==> config.mk <==
export PLATFORM = sky130hd
export DESIGN_NAME = olir_cell
export DESIGN_NICKNAME = d
export VERILOG_FILES = /design/src/design/olir_pkg.sv /design/src/design/olir_cell.sv
export SDC_FILE = /design/constraint.sdc
export NUM_CORES = 1
export LEC_CHECK = 0
export ABC_AREA = 1
export BUFFER_PORTS_ARGS = -buffer_cell sky130_fd_sc_hd__buf_2
export CORE_UTILIZATION = 40
export DETAILED_ROUTE_END_ITERATION = 10
export GPL_ROUTABILITY_DRIVEN = 0
export GPL_TIMING_DRIVEN = 1
export PLACE_DENSITY = 0.77
export SLEW_MARGIN = 20
export SYNTH_ARGS = -nofsm -noshare
export SYNTH_HDL_FRONTEND = slang
export SYNTH_SLANG_ARGS = --single-unit
==> constraint.sdc <==
create_clock -name i_clk -period 4.8 [get_ports i_clk]
set_input_delay 1.44 -clock i_clk [delete_from_list [all_inputs] [get_ports i_clk]]
set_output_delay 1.44 -clock i_clk [all_outputs]
set_load 0.03 [all_outputs]
==> src/design/olir_pkg.sv <==
// Shared types and constants for the ordered list insert/remove unit.
`timescale 1ns / 1ps

package olir_pkg;

    // Fixed field widths of the request and response beats.
    localparam int OP_W    = 3;
    localparam int POS_W   = 6;
    localparam int ITEM_W  = 32;
    localparam int COUNT_W = 7;

    // Number of cell taps merged by one first-stage OR group on the read path.
    localparam int TAP_GROUP = 8;

    // Request operation codes.
    typedef enum logic [OP_W-1:0] {
        OP_PUSH   = 3'd0,
        OP_INSERT = 3'd1,
        OP_POP    = 3'd2,
        OP_REMOVE = 3'd3,
        OP_GET    = 3'd4
    } t_op;

    // Action broadcast to every cell of the chain in the same cycle.
    typedef enum logic [1:0] {
        ACT_HOLD,
        ACT_WRITE,
        ACT_SHIFT_UP,
        ACT_SHIFT_DOWN
    } t_cell_act;

    // Request beat payload.
    typedef struct packed {
        logic [OP_W-1:0]   operation;
        logic [POS_W-1:0]  position;
        logic [ITEM_W-1:0] item;
    } t_req;

    // Response beat payload.
    typedef struct packed {
        logic               ok;
        logic [ITEM_W-1:0]  read_item;
        logic [COUNT_W-1:0] count;
    } t_rsp;

endpackage

==> src/design/olir_cell.sv <==
// One storage cell of the list chain; holds a single entry.
`timescale 1ns / 1ps

module olir_cell #(
    parameter int IDX   = 0,
    parameter int IDX_W = 6,
    parameter int SW    = 32
) (
    input  logic                i_clk,
    input  olir_pkg::t_cell_act i_act,
    input  logic [IDX_W-1:0]    i_target,
    input  logic [SW-1:0]       i_item,
    input  logic [SW-1:0]       i_left,
    input  logic [SW-1:0]       i_right,
    output logic [SW-1:0]       o_data,
    output logic [SW-1:0]       o_tap
);
    import olir_pkg::*;

    localparam logic [IDX_W-1:0] MY_IDX = IDX_W'(IDX);

    logic [SW-1:0] r_data;
    logic [SW-1:0] n_data;
    logic          w_hit;
    logic          w_above;

    assign w_hit   = (MY_IDX == i_target);
    assign w_above = (MY_IDX > i_target);

    // Insert pulls from the lower neighbor, remove pulls from the upper one.
    always_comb begin
        unique case (i_act)
            ACT_HOLD:       n_data = r_data;
            ACT_WRITE:      n_data = w_hit ? i_item : r_data;
            ACT_SHIFT_UP:   n_data = w_above ? i_left : (w_hit ? i_item : r_data);
            ACT_SHIFT_DOWN: n_data = (w_above || w_hit) ? i_right : r_data;
            default:        n_data = r_data;
        endcase
    end

    always_ff @(posedge i_clk) begin
        r_data <= n_data;
    end

    assign o_data = r_data;
    assign o_tap  = w_hit ? r_data : '0;

endmodule

* Word-level counts from Yosys, hierarchy flattened
Cells that the tools add are included.
** Cells by class
- Eq/ne operators :: 4
- Reductions and logical operators :: 4
- Bitwise operators :: 1
- $lt $le $gt $ge :: 1
- Muxes and demuxes :: 5
** Operators with widths (count)
- $mux W32 :: 4
- $pmux W32 S3 :: 1
- $gt A1 B6 Y1 const A :: 1
- $logic_not A6 Y1 :: 1
- $eq A2 B2 Y1 const B :: 2
- $eq A2 B1 Y1 const B :: 1
- $logic_not A2 Y1 :: 1
- $ne A2 B2 Y1 const B :: 1
- $reduce_and A2 Y1 :: 1
- $logic_or A1 B1 Y1 :: 1
- $not A1 Y1 :: 1
** Storage, ports and cells
- Input bits :: 105
- Bits in registers :: 32

* Depth between registers and ports, before layout
- Depth after elaboration :: 4
- Mapped depth :: 7
- Gate-level depth less buffers :: 5

* Least setup slack after synthesis
OpenSTA, ideal clock, no wires.
- Path kind :: input to register
- Start point :: input port i_target[0]
- End point :: register r_data[0] (netlist: o_data[0]), enable pin
- Setup time :: 432 ps
- Required time :: 4368 ps
- Stages :: 4
- Path slack :: 857 ps
- Arrival time :: 3511 ps
- Cell sequence :: nor2_2 -> nand3_1 -> clkbuf_1 -> a21oi_1
** Between the ends
- Cells in the longest elaborated chain, start to end :: 4
** RTL lines
- from (decl) :: RTL line olir_cell.sv:11 : input logic [IDX_W-1:0] i_target,
- $gt A1 B6 Y1 or $logic_not A6 Y1 (tied branches) :: RTL line olir_cell.sv:28, olir_cell.sv:27
- $logic_or A1 B1 Y1 (*) :: RTL line olir_cell.sv:36 : ACT_SHIFT_DOWN: n_data = (w_above || w_hit) ? i_right : r_data;
- $ne A2 B2 Y1 (no line) (*)
- $reduce_and A2 Y1 (no line) (*)
- to (signal assigned) :: RTL line olir_cell.sv:42 : r_data <= n_data;
- to (decl) :: RTL line olir_cell.sv:22 : logic [SW-1:0] r_data;
Every way passes the cells marked *; elsewhere a longest branch is shown, timed or not.
A chain may end at the register's enable or synchronous reset.

* Worst setup path after layout
- Start point :: input port i_target[5]
- End point :: output port o_tap[26]
** Between the ends
- Cells in the longest elaborated chain, start to end :: 2
** RTL lines
- $logic_not A6 Y1 :: RTL line olir_cell.sv:27 : assign w_hit = (MY_IDX == i_target);
- $mux W32 :: RTL line olir_cell.sv:46 : assign o_tap = w_hit ? r_data : '0;
- to (decl) :: RTL line olir_cell.sv:16 : output logic [SW-1:0] o_tap
Every way passes these cells.

==> results_dict.tcl <==
set metrics [dict create \
    ir_worst_vdd_mv 0.137 \
    grtUsageTotal 0.206 \
    final_common_cell "buf_2" \
    vias 2445 \
    power.density_nw_per_um2 265 \
    period_share 0.802 \
    seqPwrFrac 0.464 \
    first_pass_iters 5 \
    grt_first_pass_wirelength_um 8780 \
    p_int_w 0.000522 \
    die_x_um 75.6 \
    max-cap-violations 0 \
    ant_nets 0 \
    post_drt_via_cell_ratio 4.75 \
    htree_levels 2 \
    crit_fanout 31 \
    slew_headroom 0.271 \
    root_buffer "clkbuf_8" \
    synth_nets 423 \
    grt_pass1_vias 2028 \
    syn2layout_area_growth_pct 37.8 \
    max_slew.worst_pin.slew_ps 1090 \
    synth_area_sq_um 2170 \
    stdcell_count 515 \
    fin_skew_ps 0 \
    ys_ff_latch 32 \
    cp-start-kind "primary input" \
    grt_max_degree 35 \
    clkTransAtPathRegs_ps 60 \
    fin_nets 550 \
    rsz0062_at_grt "no" \
    clk_latency_ps 280 \
    crit_type "primary input to output pin" \
    routed_wl_um 6030 \
    clock_sinks 32 \
    status "finished, final reports clean" \
    required_ps 3360 \
    max_freq_mhz 260 \
    p_sw_w 0.000269 \
    setup_violations 0 \
    p_leak_nw 1.81 \
    synth_area_per_cell_sq_um 6.82 \
    power_frac_clock 0.238 \
    cts_buffers 5 \
    cts_max_path_buffers 2 \
    post-synth-top-area-fraction 0.443 \
    hold_viol 0 \
    combPwrFrac 0.298 \
    ctsResizeCount 0 \
    cts_setup_buffers 0 \
    dp_hpwl_um 4120 \
    p_sw_frac 0.340 \
    io_buffer_count 136 \
    dp_cells 508 \
    ys_seq_area_frac 0.443 \
    start_util 0.419 \
    cts_hold_buf 0 \
    largest_reg_flops 32 \
    fin_setup_tns_ps 0 \
    pin_count 169 \
    antenna_found_initial 0 \
    critical_path_arrival_ps 2410 \
    hp-class "flop to flop" \
    drt-wirelength-per-cell_um 11.7 \
    initialDrtViolationCount 93 \
    drive_above_1_share 0.342 \
    maxSlewViolCount 0 \
    fin_crit_ps 3850 \
    tritoncts "done" \
    ys_warn_count 0 \
    grt-ovfl-total 0 \
    diodes 0 \
    synthCells 318 \
    ys_top_cells_by_area "edfxtp_1 44%, nand2_1 17%, inv_1 11%" \
    final_cell_mix "136 x buf_2, 97 x nand2_1, 65 x inv_1" \
    core_sq_um 5170 \
    synth_top_area_cell "edfxtp_1" \
    die_h_um 75.6 \
    die_area_sq_um 5720 \
    rows 26 \
    worstSetupEndpointType "output pin" \
    drc 0 \
    synthDistinctLibCells 11 \
]
[final cells by class]
type / instances / area (sq um)
Tap cell: 70 / 87.6
Sequential cell: 32 / 961
Timing Repair Buffer: 142 / 726
Multi-Input combinational cell: 199 / 893
Inverter: 65 / 244
Fill cell: 515 / 2180
Clock buffer: 5 / 68.8
Clock inverter: 2 / 7.51
[logic make-up (layout without fill, tap and decap cells)]
| group | Yosys count | count (layout) | synth area share |
|---|---|---|---|
| and+or+nand+nor | 198 | 198 | 0.402 |
| buffers and inverters | 87 | 214 | 0.152 |
| DFF | 32 | 32 | 0.443 |
| AOI/OAI and AO/OA | 1 | 1 | 0.00231 |
[synthesized netlist by cell type]
| cell type | number |
|---|---|
| inv_1 | 65 |
| buf_2 | 3 |
| nor2_2 | 3 |
| clkbuf_1 | 11 |
| nor2_1 | 33 |
| nand3_1 | 33 |
| nand2_1 | 97 |
| edfxtp_1 | 32 |
| a21oi_1 | 1 |
| nand4_1 | 32 |
| buf_1 | 8 |
[metrics by stage]
step | setup WS [ps] | hold WS, ps | utilization | area, sq um | total power [W]
floorplan | 857 | 871 | - | 2170 | 0.000526
detailed placement | 962 | 647 | 0.563 | 2910 | 0.000608
CTS | 959 | 663 | 0.578 | 2990 | 0.000797
global placement | 959 | 644 | 0.563 | 2910 | 0.000603
global route | 865 | 715 | 0.578 | 2990 | 0.000835
finish | 950 | 664 | 0.578 | 2990 | 0.000791
[power by group through the flow]
stage / Sequential, W / Combinational (W) / Clock, W
2_1_floorplan: 0.000434 / 0.0000916 / 0
3_3_place_gp: 0.000371 / 0.000232 / 0
3_5_place_dp: 0.000372 / 0.000236 / 0
4_1_cts: 0.000367 / 0.000237 / 0.000193
5_1_grt: 0.000371 / 0.000261 / 0.000204
6_report: 0.000367 / 0.000236 / 0.000188
[metal layers]
layer / track usage / share of wire / up-vias
li1: - / - / 1254
met1: 0.238 / 0.42 / 1074
met2: 0.375 / 0.49 / 112
met3: 0.0608 / 0.075 / 5
met4: 0.0514 / 0.0085 / 0
met5: 0 / 0 / -
[worst max-delay path, stage by stage]
cell,delay [ps]
buf_2,100
nor2_2,170
nand3_2,100
buf_4,250
nor2_1,130
buf_2,210
[worst paths after layout]
| kind | startpoint | end | slack [ps] | cells after the start |
|---|---|---|---|---|
| setup / recovery | i_target[5] | o_tap[26] | 950 | 6 |
| hold / removal | o_data[23] | o_data[23] | 660 | 4 |
| setup reg to reg | o_data[0] | o_data[0] | 3840 | 4 |
| hold reg to reg | o_data[23] | o_data[23] | 660 | 4 |
Note: power is estimated with default switching activity, not from simulation.
